==> src/rtl/mdag_pkg.sv <==
// ----------------------------------------------------------------------------
// mdag_pkg - shared definitions for the array address generator
// Field widths, item modes, controller states and the multiply-accumulate
// control bundle.
// ----------------------------------------------------------------------------
package mdag_pkg;

    localparam int NUM_ARRAYS_DEF = 16;
    localparam int MAX_DIMS_DEF   = 10;

    localparam int MODE_W  = 2;
    localparam int ID_W    = 4;
    localparam int DIM_W   = 4;
    localparam int BASE_W  = 32;
    localparam int ELEM_W  = 16;
    localparam int BOUND_W = 32;
    localparam int ADDR_W  = 64;
    localparam int HALF_W  = 32;

    // header entry: {base, element size, dimension count}
    localparam int HDR_W = BASE_W + ELEM_W + DIM_W;
    // bounds entry: {upper, lower}
    localparam int BND_W = 2 * BOUND_W;

    typedef enum logic [MODE_W-1:0] {
        MODE_HDR = 2'd0,
        MODE_BND = 2'd1,
        MODE_REF = 2'd2
    } mode_t;

    typedef enum logic [1:0] {
        S_IDLE,
        S_READ,
        S_OFFSET,
        S_ADDR
    } state_t;

    typedef struct packed {
        logic              load;
        logic [ADDR_W-1:0] load_val;
        logic [HALF_W-1:0] mul_a;
        logic [HALF_W-1:0] mul_b;
        logic              mul_hi;
        logic              add_en;
    } mac_ctl_t;

endpackage

==> src/rtl/mdag_mac.sv <==
// ----------------------------------------------------------------------------
// mdag_mac - shared 32x32 multiplier with 64-bit accumulator
// Registers one partial product a cycle and folds the previous one into the
// running sum, optionally shifted up by 32 bits.
// ----------------------------------------------------------------------------
module mdag_mac (
    input  logic                          clk,
    input  mdag_pkg::mac_ctl_t            ctl,
    output logic [mdag_pkg::ADDR_W-1:0]   sum_next
);

    logic [mdag_pkg::ADDR_W-1:0] prod_reg;
    logic [mdag_pkg::ADDR_W-1:0] prod_next;
    logic                        hi_reg;
    logic [mdag_pkg::ADDR_W-1:0] sum_reg;
    logic [mdag_pkg::ADDR_W-1:0] addend;

    always_comb
    begin
        prod_next = ctl.mul_a * ctl.mul_b;
        if (!ctl.add_en)
        begin
            addend = '0;
        end
        else if (hi_reg)
        begin
            addend = {prod_reg[mdag_pkg::HALF_W-1:0], {mdag_pkg::HALF_W{1'b0}}};
        end
        else
        begin
            addend = prod_reg;
        end
        sum_next = sum_reg + addend;
    end

    always_ff @(posedge clk)
    begin
        prod_reg <= prod_next;
        hi_reg   <= ctl.mul_hi;
        sum_reg  <= ctl.load ? ctl.load_val : sum_next;
    end

endmodule

==> config.mk <==
export PLATFORM = sky130hd
export DESIGN_NAME = mdag_mac
export DESIGN_NICKNAME = d
export VERILOG_FILES = /design/src/rtl/mdag_pkg.sv /design/src/rtl/mdag_mac.sv
export SDC_FILE = /design/constraint.sdc
export NUM_CORES = 2
export LEC_CHECK = 0
export ABC_AREA = 1
export BUFFER_PORTS_ARGS = -buffer_cell sky130_fd_sc_hd__buf_2
export CAP_MARGIN = 0
export CORE_MARGIN = 4
export CORE_UTILIZATION = 40
export CTS_CLUSTER_SIZE = 16
export DETAILED_ROUTE_END_ITERATION = 16
export SLEW_MARGIN = 5
export SYNTH_ARGS = -nofsm -noshare
export SYNTH_HDL_FRONTEND = slang
export SYNTH_SLANG_ARGS = --single-unit
export TNS_END_PERCENT = 50
==> constraint.sdc <==
create_clock -name clk -period 10.2 [get_ports clk]
set_clock_uncertainty 0.05 [all_clocks]
set_input_delay 1.02 -clock clk [delete_from_list [all_inputs] [get_ports clk]]
set_output_delay 1.02 -clock clk [all_outputs]
set_load 0.02 [all_outputs]
==> impl_metrics.sql <==
INSERT INTO impl_metrics (metric_group, metric, value, unit) VALUES
('clock_network', 'cts_inserted_buffers', '17', ''),
('clock_network', 'insertion_delay', '0.46', 'ns'),
('global_route', 'overflow', '0', ''),
('setup_path', 'crit_path_max_fanout', '32', ''),
('yosys', 'yosys.cell_count.top_type', 'nand2_1', ''),
('yosys', 'synth-edff-count', '0', ''),
('floorplan', 'fp.coreArea', '112300', 'µm²'),
('setup_path', 'setup.worst_path.end_class', 'flop', ''),
('timing', 'relSlewSlack', '26.84', '%'),
('place', 'buffer_ports.inserted', '195', ''),
('clock_network', 'cts-resized-gates', '0', ''),
('layout', 'n_fill_cell', '11840', ''),
('setup_path', 'crit_cells', '25', ''),
('routing', 'drc_errors', '0', ''),
('routing', 'detailedRoute.firstPassIterationCount', '6', ''),
('setup_path', 'cp_data_required_time', '10.48', 'ns'),
('yosys', 'asyncSetResetFlopFracSynth', '0', '%'),
('clock_network', 'path_clk_slew', '0.06', 'ns'),
('setup_path', 'critPathSlowestCell', 'buf_2', ''),
('floorplan', 'dieHeight', '344.1', 'µm'),
('yosys', 'yosys.cell_types.count', '35', ''),
('global_route', 'via_count_of_the_first_global_routing_pass', '40840', ''),
('setup_path', 'crit_start', 'ctl[57]', ''),
('clock_network', 'postCtsSetupBuffers', '0', ''),
('timing', 'post-route-period-util', '79.95', '%'),
('yosys', 'ys.warnings.count', '0', ''),
('setup_path', 'r2r.worst_path.cells', '19', ''),
('clock_network', 'cts-root-to-sink-buffers', '2', ''),
('global_route', 'globalRouteTotalUtil', '26.43', '%'),
('setup_path', 'cp_common_cell', 'fa_1', ''),
('global_route', 'wire_length_of_the_first_global_routing_pass', '238200', 'µm'),
('setup_path', 'setup.worst_path.class', 'in2reg', ''),
('place', 'gp_congestion', '0.9740', ''),
('layout', 'layoutNonFillerInstCount', '8020', ''),
('hold_path', 'min-delay-path-class', 'reg2reg', ''),
('yosys', 'mean_cell_area_of_the_mapped_netlist', '6.961', 'µm²'),
('timing', 'final.setup.tns', '0', 'ns'),
('floorplan', 'start_util', '40.21', '%'),
('layout', 'layout.nets', '7861', ''),
('setup_path', 'r2r-end', 'sum_reg[48]', ''),
('global_route', 'grt_max_degree', '67', ''),
('setup_path', 'worst-path-buf-inv', '7', ''),
('yosys', 'mappedNetlistNets', '7845', ''),
('timing', 'max_slew.worst_pin.slew', '1.097', 'ns'),
('floorplan', 'die_x', '344.1', 'µm'),
('floorplan', 'design.die.area', '118400', 'µm²'),
('routing', 'vias', '38570', ''),
('routing', 'total_detailed_routing_wirelength', '153500', 'µm'),
('clock_network', 'cts.root.buffer_cell', 'clkbuf_16', ''),
('layout', 'final_layout_size_suffix_gt1_share', '4.418', '%'),
('place', 'dpl.hpwl', '123800', 'µm'),
('setup_path', 'critPathMaxStageDelay', '0.81', 'ns'),
('yosys', 'top_flip_flop_cell_by_instance_count_after_synthesis', 'dfxtp_1', ''),
('outcome', 'status', 'completed', ''),
('timing', 'timing.hold.ws', '0.5693', 'ns'),
('setup_path', 'cell_family_with_the_largest_share_of_critical_path_delay', 'adder cells', ''),
('setup_path', 'crit_path_end', 'prod_reg[47]', ''),
('clock_network', 'cts_max_level', '4', ''),
('floorplan', 'io_pins', '196', ''),
('layout', 'area.growth.synth_to_final', '6.168', '%'),
('routing', 'dr.max_layer_used', 'met4', ''),
('global_route', 'grt_antenna_before_repair', '1', ''),
('clock_network', 'clock_sinks', '129', ''),
('setup_path', 'crit_arrival', '8.44', 'ns'),
('clock_network', 'cts.hold.buffers_added', '0', ''),
('setup_path', 'startpoint_of_the_worst_register_to_register_path', 'hi_reg', ''),
('place', 'place_inst', '7987', ''),
('routing', 'ant_nets', '0', ''),
('yosys', 'postSynthCellCount', '6490', ''),
('routing', 'met3WireLength', '9934', 'µm'),
('yosys', 'netlist_top_cells_area', 'fa_1 (40%), nand2_1 (17%), inv_1 (17%)', '');
==> tightest hold or removal path: cells and delay by family, from the launching register on <==
kind	cells	cell delay, ns
flip-flops	1	0.32
AND/OR/NAND/NOR	3	0.18
XOR/XNOR	1	0.08
==> per-layer routing <==
metal	up-vias	global-route usage [%]
li1	18150	-
met1	18750	34.11
met2	1398	46.51
met3	270	2.550
met4	0	8.932
met5	-	0
==> layout make-up <==
type | count | area (µm²) | share of cell area, %
inverter | 2025 | 7601 | 15.85
clock buffer | 18 | 429.2 | 0.8947
antenna | 1 | 2.502 | 0.005217
multi-input combinational | 4118 | 34180 | 71.25
tap | 1500 | 1877 | 3.913
clock inverter | 14 | 168.9 | 0.3522
timing repair buffer | 215 | 1126 | 2.348
sequential | 129 | 2584 | 5.387
==> cells in the final DEF (no fill, tap or decap), types with 4 or more instances in the layout <==
master and n:
nand2_1 2038, inv_1 2022, fa_1 897, ha_1 326
nor2_1 270, buf_2 195, a21oi_1 158, dfxtp_1 128
nand3_1 126, o21ai_0 88, xor2_1 57, and2_1 35
nor3_1 23, buf_4 20, clkbuf_16 17, nand4_1 14
nand2_2 14, xnor2_1 13, nand3b_1 12, nor2_2 10
o21bai_1 8, a21boi_0 6, inv_6 5, nor4_2 4
nor3_2 4
==> worst min-delay path by stage <==
stage / cells past startpoint / startpoint / end / slack (ns)
after floorplan: 4 / sum_reg[63] / sum_reg[63] / 0.53
after global placement: 3 / sum_reg[0] / sum_reg[0] / 0.53
after detailed placement: 3 / sum_reg[0] / sum_reg[0] / 0.56
after CTS: 4 / sum_reg[63] / sum_reg[63] / 0.58
after global routing: 3 / sum_reg[0] / sum_reg[0] / 0.63
final: 4 / sum_reg[63] / sum_reg[63] / 0.57
==> cells by family after synthesis <==
logic type	Yosys count	synth area share, %
buf+inv	2243	18.64
flops	129	5.716
xor+xnor	72	1.429
compound gates	267	3.074
simple gates	2556	22.37
fa+ha+maj	1223	48.78
==> metrics by stage <==
stage                     setup WS [ns]  instance area, µm²
after floorplan                   3.333               45180
final                             2.045               47960
after CTS                         2.100               47960
after detailed placement          1.604               47360
after global routing              1.746               47960
after global placement            1.645               47360
Power is not shown: default switching activity piles up to over one toggle a cycle in this logic, so the estimate is an artifact.
