`src/rtl/mdag_ram.sv`:
```
// ----------------------------------------------------------------------------
// mdag_ram - generic simple dual-port RAM
// One write port, one read port with enable; read data registered.
// ----------------------------------------------------------------------------
module mdag_ram #(
    parameter int WIDTH = 8,
    parameter int DEPTH = 16,
    localparam int AW   = (DEPTH > 1) ? $clog2(DEPTH) : 1
) (
    input  logic             clk,
    input  logic             wr_en,
    input  logic [AW-1:0]    wr_addr,
    input  logic [WIDTH-1:0] wr_data,
    input  logic             rd_en,
    input  logic [AW-1:0]    rd_addr,
    output logic [WIDTH-1:0] rd_data
);

    logic [WIDTH-1:0] mem [DEPTH];

    always_ff @(posedge clk)
    begin
        if (wr_en)
        begin
            mem[wr_addr] <= wr_data;
        end
        if (rd_en)
        begin
            rd_data <= mem[rd_addr];
        end
    end

endmodule

```
`config.mk`:
```
export PLATFORM = sky130hd
export DESIGN_NAME = mdag_ram
export DESIGN_NICKNAME = d
export VERILOG_FILES = /design/src/rtl/mdag_ram.sv
export SDC_FILE = /design/constraint.sdc
export NUM_CORES = 1
export LEC_CHECK = 0
export BUFFER_PORTS_ARGS = -buffer_cell sky130_fd_sc_hd__buf_2
export CORE_UTILIZATION = 50
export DETAILED_ROUTE_END_ITERATION = 16
export GPL_TIMING_DRIVEN = 0
export PLACE_DENSITY = 0.71
export SLEW_MARGIN = 40
export SYNTH_ARGS = -nofsm -noshare
export SYNTH_HDL_FRONTEND = slang
export SYNTH_SLANG_ARGS = --single-unit
export TNS_END_PERCENT = 5
```
`constraint.sdc`:
```
create_clock -name clk -period 2 [get_ports clk]
set_input_delay 0.1 -clock clk [delete_from_list [all_inputs] [get_ports clk]]
set_output_delay 0.1 -clock clk [all_outputs]
set_load 0.01 [all_outputs]
```
==> impl_metrics.yaml, run 1 <==
outcome:
  status: "finished, final reports clean"
worst_setup_path:
  cp-start-kind: "flip-flop"
  required_ns: 2.26
  worst-path-max-fanout: 1
  arrival_ns: 1.82
  criticalPathCategory: "flip-flop to flip-flop"
  cp-end-kind: "flip-flop"
logic_synthesis:
  synthCells: 229
  avgSynthCellArea_um2: 22.8
  synth_area_um2: 5230
  ys_seq_elements: 136
  yosysWarningCount: 0
  syn_nets: 248
  synth.distinct_cells: 18
  yosysTopAreaCellShare_pct: 78.1
  yosysTopAreaCell: "edfxtp_1"
  ys_seq_area_share_pct: 78.1
  synth_area_leaders: "edfxtp_1 78%, mux4_2 7.8%, mux4_1 7.0%, a22oi_1 2.3%, nor2_1 0.93%"
sta:
  finalSetupViolCount: 0
  finClkSkew_ns: 0.0101
  finalHoldViolCount: 0
  max_freq_ghz: 0.642
  worstMarginPinSlew_ns: 0.794
  fin_crit_sh_pct: 77.9
  slew_viol_final: 0
  setup-tns-final_ns: 0
  period_minus_slack_ns: 1.56
  max-slew-margin-rel_pct: 46.9
  rsz0062_at_grt: "false"
global_route:
  grt_pass1_wl_um: 14400
  grt_pass1_vias: 2424
  overflow: 0
  antenna_found_initial: 0
  track_usage_pct: 19.6
  grt_max_degree: 17
finish:
  design_area_um2: 6300
  syn2layout_area_growth_pct: 20.6
  diodes: 0
  stdcell_count: 428
  drive_above_1_share_pct: 30.5
  layout.filler_cells: 665
  final_nets: 301
detailed_routing:
  wire_per_inst_um: 22.3
  first_pass_iters: 5
  drc: 0
  drt_wl_total_um: 9560
  via_per_inst: 5.59
  vias: 2394
  drtAntennaViolNets: 0
  drtIter0Drc: 160
floorplanning:
  fp.dieArea_um2: 10900
  core-area_um2: 9950
  initial_core_util_pct: 52.5
  rows: 36
  ios: 27
  die_h_um: 104
  chipWidth_um: 104
clock_network:
  postCtsHoldBufs: 9
  cts_buffers: 17
  clk-insertion-delay-late_ns: 0.52
  clkSlewWorstSetupHoldPaths_ns: 0.06
  clock-sinks: 136
  root_buffer: "clkbuf_8"
  cts.path.max_buffers: 2
  cts_tree: "built"
  cts_setup_buffers: 0
  h-tree-depth: 4
  cts-resized-gates: 0
run:
  cap_violations: 0
place:
  placed_area_um2: 5540
  io_buffers: 25
  dp.cells: 387
  place.gp.congestion: 0.703
  hpwl_um: 5950
hold_path:
  hold_class: "input pin to flip-flop"
pwr:
  p_leak_nw: 2.13
  p_per_area_nw_per_um2: 1120
  max-vdd-ir-drop_v: 0.000477
==> kinds of logic after synthesis <==
| family | count (synthesis) | synth area share (%) |
|---|---|---|
| AND/OR/NAND/NOR | 35 | 3.14 |
| buffers and inverters | 10 | 1.65 |
| flip-flops | 136 | 78.1 |
| AO/OA/AOI/OAI | 16 | 2.30 |
| multiplexers | 32 | 14.8 |
==> final cells by class <==
| class | count | area (um2) | share of cell area, % |
|---|---|---|---|
| clock buffer | 18 | 418 | 6.63 |
| multi-input combinational | 83 | 1080 | 17.1 |
| clock inverter | 14 | 253 | 4.01 |
| tap | 133 | 166 | 2.64 |
| sequential | 136 | 4080 | 64.8 |
| timing repair buffer | 34 | 215 | 3.41 |
| buffer | 10 | 86.3 | 1.37 |
==> worst max-delay path: stages, from the launching register on <==
cell,delay (ns)
edfxtp_1,0.37
mux4_2,0.51
a22oi_1,0.30
nand2_1,0.12
==> power breakdown <==
group	leakage, nW	switching (mW)	total [mW]	internal [mW]
Clock	0.332	1.09	3.49	2.39
Combinational	0.560	0.183	0.318	0.135
Sequential	1.24	0.0131	3.23	3.21
==> registers in the layout, summed over array words and instances (netlist names) <==
register / flops
mem: 128
rd_data: 8
==> stage by stage <==
stage | util [%] | total power [mW] | setup slack [ns] | hold WS, ns
after floorplan | - | 3.45 | 0.407 | 0.199
after global placement | 55.4 | 3.57 | -0.110 | 0.453
after detailed placement | 55.6 | 3.59 | 0.143 | 0.448
after CTS | 63.3 | 7.08 | 0.445 | 0.0865
after global routing | 63.3 | 7.23 | 0.416 | 0.0997
final | 63.3 | 7.03 | 0.443 | 0.116
==> synthesized netlist by cell type <==
master             n
edfxtp_1         136
mux4_2            18
a22oi_1           16
mux4_1            14
nor2_1            13
nand2_1            9
nor3_1             4
buf_2              3
buf_6              3
clkdlybuf4s25_2    3
nand2b_1           2
nand3b_1           2
and2_1             1
and2b_1            1
buf_4              1
nand3_1            1
nor2b_1            1
or3b_2             1
==> cells in the final DEF (no fill, tap or decap), types with 2 or more instances in the layout <==
| master | Yosys | routed |
|---|---|---|
| edfxtp_1 | 136 | 136 |
| dlygate4sd3_1 | 0 | 9 |
| clkinv_4 | 0 | 2 |
| nand2_1 | 9 | 9 |
| clkdlybuf4s25_2 | 3 | 3 |
| clkbuf_16 | 0 | 16 |
| mux4_2 | 18 | 18 |
| a22oi_1 | 16 | 16 |
| clkinv_2 | 0 | 5 |
| nand3b_1 | 2 | 2 |
| buf_2 | 3 | 28 |
| nand2b_1 | 2 | 2 |
| buf_6 | 3 | 3 |
| nor3_2 | 0 | 4 |
| mux4_1 | 14 | 14 |
| nor2_1 | 13 | 12 |
| bufinv_16 | 0 | 7 |
==> path summary, 6_finish.rpt <==
check        startpoint          to  slack (ns)  cells after the start
max           mem[7][7]  rd_data[7]        0.44                      3
min          wr_addr[1]   mem[0][0]        0.12                      2
max reg2reg   mem[7][7]  rd_data[7]        0.44                      3
min reg2reg  mem[11][5]  rd_data[5]        0.75                      3
==> metal layers <==
layer | wire length [um] | track usage, %
met5 | 0 | 0
met4 | 84 | 8.57
met3 | 491 | 5.51
met2 | 4740 | 29.0
met1 | 4240 | 27.4
No activity file was read; power rests on OpenSTA's default activity.
==> run 2, diff against run 1 <==
Settings changed: ABC_AREA set to 1.
Clock period 2 ns to 1.6 ns, I/O delays scaled along.
==> run 2 against run 1 <==
Synthesized cell count increased by 140%. Register-to-register slack got worse by 0.02 ns. Clock power increased by 11%. Synthesized area increased by 12%. Maximum frequency increased by 33%. Clock-buffer cell count increased by 1. First-iteration DRC count increased to 2.6 times the previous value. Sequential power increased by 25%. Critical path type unchanged. Largest power group is now sequential cells. Highest routed layer unchanged.
==> impl_metrics.yaml, run 2 <==
outcome:
  status: "finished, final reports clean"
place:
  io_buffers: 23
  hpwl_um: 8670
  place.gp.congestion: 0.872
clock_network:
  h-tree-depth: 4
  root_buffer: "clkbuf_16"
  clk-insertion-delay-late_ns: 0.42
  clkSlewWorstSetupHoldPaths_ns: 0.06
  cts.path.max_buffers: 2
  cts-resized-gates: 0
  cts_buffers: 17
  clock-sinks: 136
  cts_tree: "built"
floorplanning:
  die_h_um: 110
  initial_core_util_pct: 51.2
  chipWidth_um: 110
  rows: 39
  core-area_um2: 11400
  ios: 27
  fp.dieArea_um2: 12100
worst_setup_path:
  worst-path-max-fanout: 1
  crit_chain: "inv_1, nand2_1, nand3_1, nand3_1, nand3_1, nand2_1"
  arrival_ns: 1.34
  crit_top_cell: "nand3_1"
  cpPeakStageDelay_ns: 0.37
  required_ns: 1.77
  cp_slowest_cell: "edfxtp_1"
  criticalPathCategory: "flip-flop to flip-flop"
  cp-end-kind: "flip-flop"
  cp-start-kind: "flip-flop"
detailed_routing:
  drtIter0Drc: 413
  drtAntennaViolNets: 0
  via_per_inst: 5.23
  drt_wl_total_um: 13400
  wire_per_inst_um: 17.8
  vias: 3922
  first_pass_iters: 8
  drc: 0
sta:
  finClkSkew_ns: 0.00608
  period_minus_slack_ns: 1.17
  worstMarginPinSlew_ns: 0.820
  rsz0062_at_grt: "false"
  fin_crit_sh_pct: 73.3
  setup-tns-final_ns: 0
  max-slew-margin-rel_pct: 45.1
  finalHoldViolCount: 0
  slew_viol_final: 0
  finalSetupViolCount: 0
  max_freq_ghz: 0.852
finish:
  drive_above_1_share_pct: 13.5
  utilization_pct: 59.1
  reg.largest.list: "mem x128, rd_data x8"
  final_nets: 613
  largest_register: "mem"
  final_cell_mix: "173 x nand2_1, 136 x edfxtp_1, 100 x inv_1, 97 x nand3_1, 36 x buf_2"
  diodes: 0
  syn2layout_area_growth_pct: 15.4
  layout_commonest_cell: "nand2_1"
  largest_reg_flops: 128
logic_synthesis:
  yosys.cell_count.top_type: "nand2_1"
  ys_top_cells_by_count: "173 x nand2_1, 136 x edfxtp_1, 100 x inv_1"
  synth.distinct_cells: 11
  syn_nets: 570
  synth_edf_count: 136
  ys_seq_elements: 136
  synth_async_sr_flop_share_pct: 0
  yosysTopAreaCellShare_pct: 69.8
  synth_ff_type: "edfxtp_1"
  yosysWarningCount: 0
  avgSynthCellArea_um2: 10.6
  yosysTopAreaCell: "edfxtp_1"
  synth_area_um2: 5850
  synthCells: 551
  synth_area_leaders: "edfxtp_1 70%, nand2_1 11%, nand3_1 8.3%, inv_1 6.4%, buf_6 1.2%"
  ys_seq_area_share_pct: 69.8
run:
  cap_violations: 0
global_route:
  grt_pass1_vias: 3691
  grt_pass1_wl_um: 20200
  antenna_found_initial: 0
  overflow: 0
  track_usage_pct: 24.1
  grt_max_degree: 17
pwr:
  p_per_area_nw_per_um2: 1250
  max-vdd-ir-drop_v: 0.000614
  p_leak_nw: 2.91
hold_path:
  hold_class: "input pin to flip-flop"
## run 2: metal layers
layer  part of all wire (%)  global-route usage, %  vias to the layer above  wire length, um
met5                      0                      0                        -                0
met4                    2.1                   11.7                        0              277
met3                    9.8                   4.94                       30             1310
met2                     47                   37.3                      190             6270
met1                     41                   32.9                     1836             5520
li1                       -                      -                     1866                -
## run 2: worst paths after layout
kind	end	slack, ns	startpoint	depth (start not counted)
min	mem[15][1]	0.08	wr_data[1]	1
min reg2reg	rd_data[0]	0.80	mem[9][0]	6
max reg2reg	rd_data[4]	0.43	mem[11][4]	6
max	rd_data[4]	0.43	mem[11][4]	6
## run 2: stage by stage
stage	power, mW	instance area (um2)	setup slack, ns	instances	hold WS, ns
3_5_place_dp	4.62	6140	0.00542	717	0.435
6_report	8.43	6750	0.427	750	0.0841
3_3_place_gp	4.60	6140	0.0197	717	0.413
5_1_grt	8.63	6750	0.374	750	0.0872
2_1_floorplan	4.40	5850	0.569	551	0.179
4_1_cts	8.43	6740	0.430	750	0.0743
## run 2: cell families (layout without fill, tap and decap cells)
group | count (synthesis) | in the layout | share of synthesized area (%)
buffers and inverters | 126 | 182 | 9.39
and+or+nand+nor | 289 | 289 | 20.8
DFF | 136 | 136 | 69.8
## run 2: cell type report
| class | count | area, um2 |
|---|---|---|
| Inverter | 102 | 383 |
| Multi-Input combinational cell | 289 | 1220 |
| Clock buffer | 19 | 433 |
| Sequential cell | 136 | 4080 |
| Buffer | 24 | 166 |
| Tap cell | 143 | 179 |
| Clock inverter | 13 | 155 |
| Timing Repair Buffer | 24 | 125 |
| Fill cell | 921 | 4670 |
## run 2: what timing repair did
| action | CTS | global route |
|---|---|---|
| setup endpoints to repair | 0 | 0 |
| endpoints found under the hold margin | 8 | 0 |
| buffers inserted | 0 | 0 |
| hold buffers | 1 | 0 |
## run 2: worst max-delay path, delay by kind of cell (launching register included)
family | cells | cell delay (ns)
simple gates | 5 | 0.48
flops | 1 | 0.37
buf+inv | 1 | 0.06
## run 2: power breakdown
group	leakage, nW	switching (mW)	internal, mW
Clock	0.282	1.44	2.43
Combinational	1.39	0.372	0.152
Sequential	1.24	0.0190	4.02
Total	2.91	1.83	6.60
==> run 3, diff against run 2 <==
Clock period 1.6 ns to 1.1 ns, I/O delays scaled along.
==> run 3 against run 2 <==
The flow now finishes with violations (negative setup slack). Clock power grew 45%. Critical path depth stayed put. Design area is 3.0% higher. Combinational power rose by 59%. Wire length grew 2.7%. Power increased by 46%. Hold slack lost 0.025 ns. Sequential share of layout area down 1.8 points. Clock skew is essentially flat. Via count up 2.8%. Critical endpoint is now rd_data[6]. Largest power group unchanged.
==> impl_metrics.yaml, run 3 (synthesis gave the netlist of run 2 again) <==
clock_network:
  clock-sinks: 136
  cts.path.max_buffers: 2
  clkSlewWorstSetupHoldPaths_ns: 0.06
  h-tree-depth: 4
  clk-insertion-delay-late_ns: 0.42
  cts_buffers: 17
  cts_tree: "built"
  root_buffer: "clkbuf_16"
floorplanning:
  ios: 27
  rows: 39
  die_h_um: 110
  core-area_um2: 11400
  fp.dieArea_um2: 12100
  initial_core_util_pct: 51.2
  chipWidth_um: 110
sta:
  slew_viol_final: 0
  worstMarginPinSlew_ns: 0.780
  fin_crit_sh_pct: 102
  period_minus_slack_ns: 1.13
  setup_ws_ns: -0.0259
  finClkSkew_ns: 0.00597
  rsz0062_at_grt: "true"
  max_freq_ghz: 0.888
  finalHoldViolCount: 0
  max-slew-margin-rel_pct: 47.8
  finalSetupViolCount: 4
detailed_routing:
  via_per_inst: 5.37
  drtIter0Drc: 405
  vias: 4030
  wire_per_inst_um: 18.3
  drt_wl_total_um: 13700
  drc: 0
  first_pass_iters: 6
  drtAntennaViolNets: 0
place:
  place.gp.congestion: 0.872
  io_buffers: 23
  dpl_worst_slack_ns: -0.470
  hpwl_um: 8670
pwr:
  max-vdd-ir-drop_v: 0.000901
  p_per_area_nw_per_um2: 1770
  p_leak_nw: 2.99
finish:
  utilization_pct: 60.9
  largest_register: "mem"
  drive_above_1_share_pct: 21.1
  syn2layout_area_growth_pct: 18.9
  final_cell_mix: "166 x nand2_1, 136 x edfxtp_1, 99 x inv_1, 60 x nand3_1, 37 x nand3_2"
  layout_commonest_cell: "nand2_1"
  reg.largest.list: "mem x128, rd_data x8"
  diodes: 0
  largest_reg_flops: 128
  final_nets: 613
worst_setup_path:
  cp-end-kind: "flip-flop"
  worst-path-max-fanout: 1
  cpPeakStageDelay_ns: 0.37
  crit_family: "simple AND/OR/NAND/NOR gates"
  arrival_ns: 1.29
  cp_slowest_cell: "edfxtp_1"
  cp-start-kind: "flip-flop"
  r2r_cells: 6
  required_ns: 1.26
  criticalPathCategory: "flip-flop to flip-flop"
  critical_path_buf_inv_count: 1
  cp.depth: 6
  crit_chain: "inv_1, nand2_1, nand3_1, nand3_2, nand3_1, nand2_1"
global_route:
  grt_pass1_wl_um: 20200
  track_usage_pct: 24.1
  antenna_found_initial: 0
  grt_pass1_vias: 3707
  grt_max_degree: 17
  overflow: 0
hold_path:
  holdPathStages: 1
  hold_class: "input pin to flip-flop"
outcome:
  status: "finished, violations left"
  violations: "negative setup slack"
run:
  cap_violations: 0
[run 3: cell counts in the layout (fill, tap and decap cells not counted)]
Identical to the previous run, type by type.
[run 3: per-layer routing]
| layer | track usage (%) | share of wire (%) |
|---|---|---|
| met5 | 0 | 0 |
| met4 | 11.7 | 2.2 |
| met3 | 4.94 | 10 |
| met2 | 37.4 | 48 |
| met1 | 32.7 | 40 |
[run 3: repair_timing]
action	4_1_cts	5_1_grt
hold endpoints to repair	8	0
pin swaps	0	17
gates resized for setup	13	34
endpoints found under the setup margin	15	16
hold buffers	1	0
cloned	0	0
setup buffers	0	0
[run 3: final cells by class]
cell class | count | area [um2]
timing repair buffer | 24 | 125
tap | 143 | 179
multi-input combinational | 289 | 1430
buffer | 24 | 166
clock buffer | 19 | 433
sequential | 136 | 4080
fill | 893 | 4460
inverter | 102 | 383
clock inverter | 13 | 155
[run 3: metrics by stage]
step	cells	hold slack [ns]	area [um2]	power (mW)	setup TNS, ns
global placement	717	0.388	6140	6.69	-34.73
detailed placement	717	0.410	6140	6.72	-37.88
global route	750	0.0622	6950	12.6	-0.544
floorplan	551	0.154	5850	6.39	0
finish	750	0.0591	6950	12.3	-0.0375
CTS	750	0.0493	6800	12.3	-0.0229
[run 3: final timing paths]
| path | from | to | slack (ns) |
|---|---|---|---|
| min | wr_data[1] | mem[15][1] | 0.06 |
| min reg2reg | mem[12][0] | rd_data[0] | 0.80 |
| max | mem[1][6] | rd_data[6] | -0.03 |
| max reg2reg | mem[1][6] | rd_data[6] | -0.03 |
[run 3: where the power goes]
part | total, mW | internal, mW | switching (mW)
combinational | 0.833 | 0.245 | 0.588
sequential | 5.87 | 5.84 | 0.0279
clock | 5.61 | 3.54 | 2.07
total | 12.3 | 9.63 | 2.69
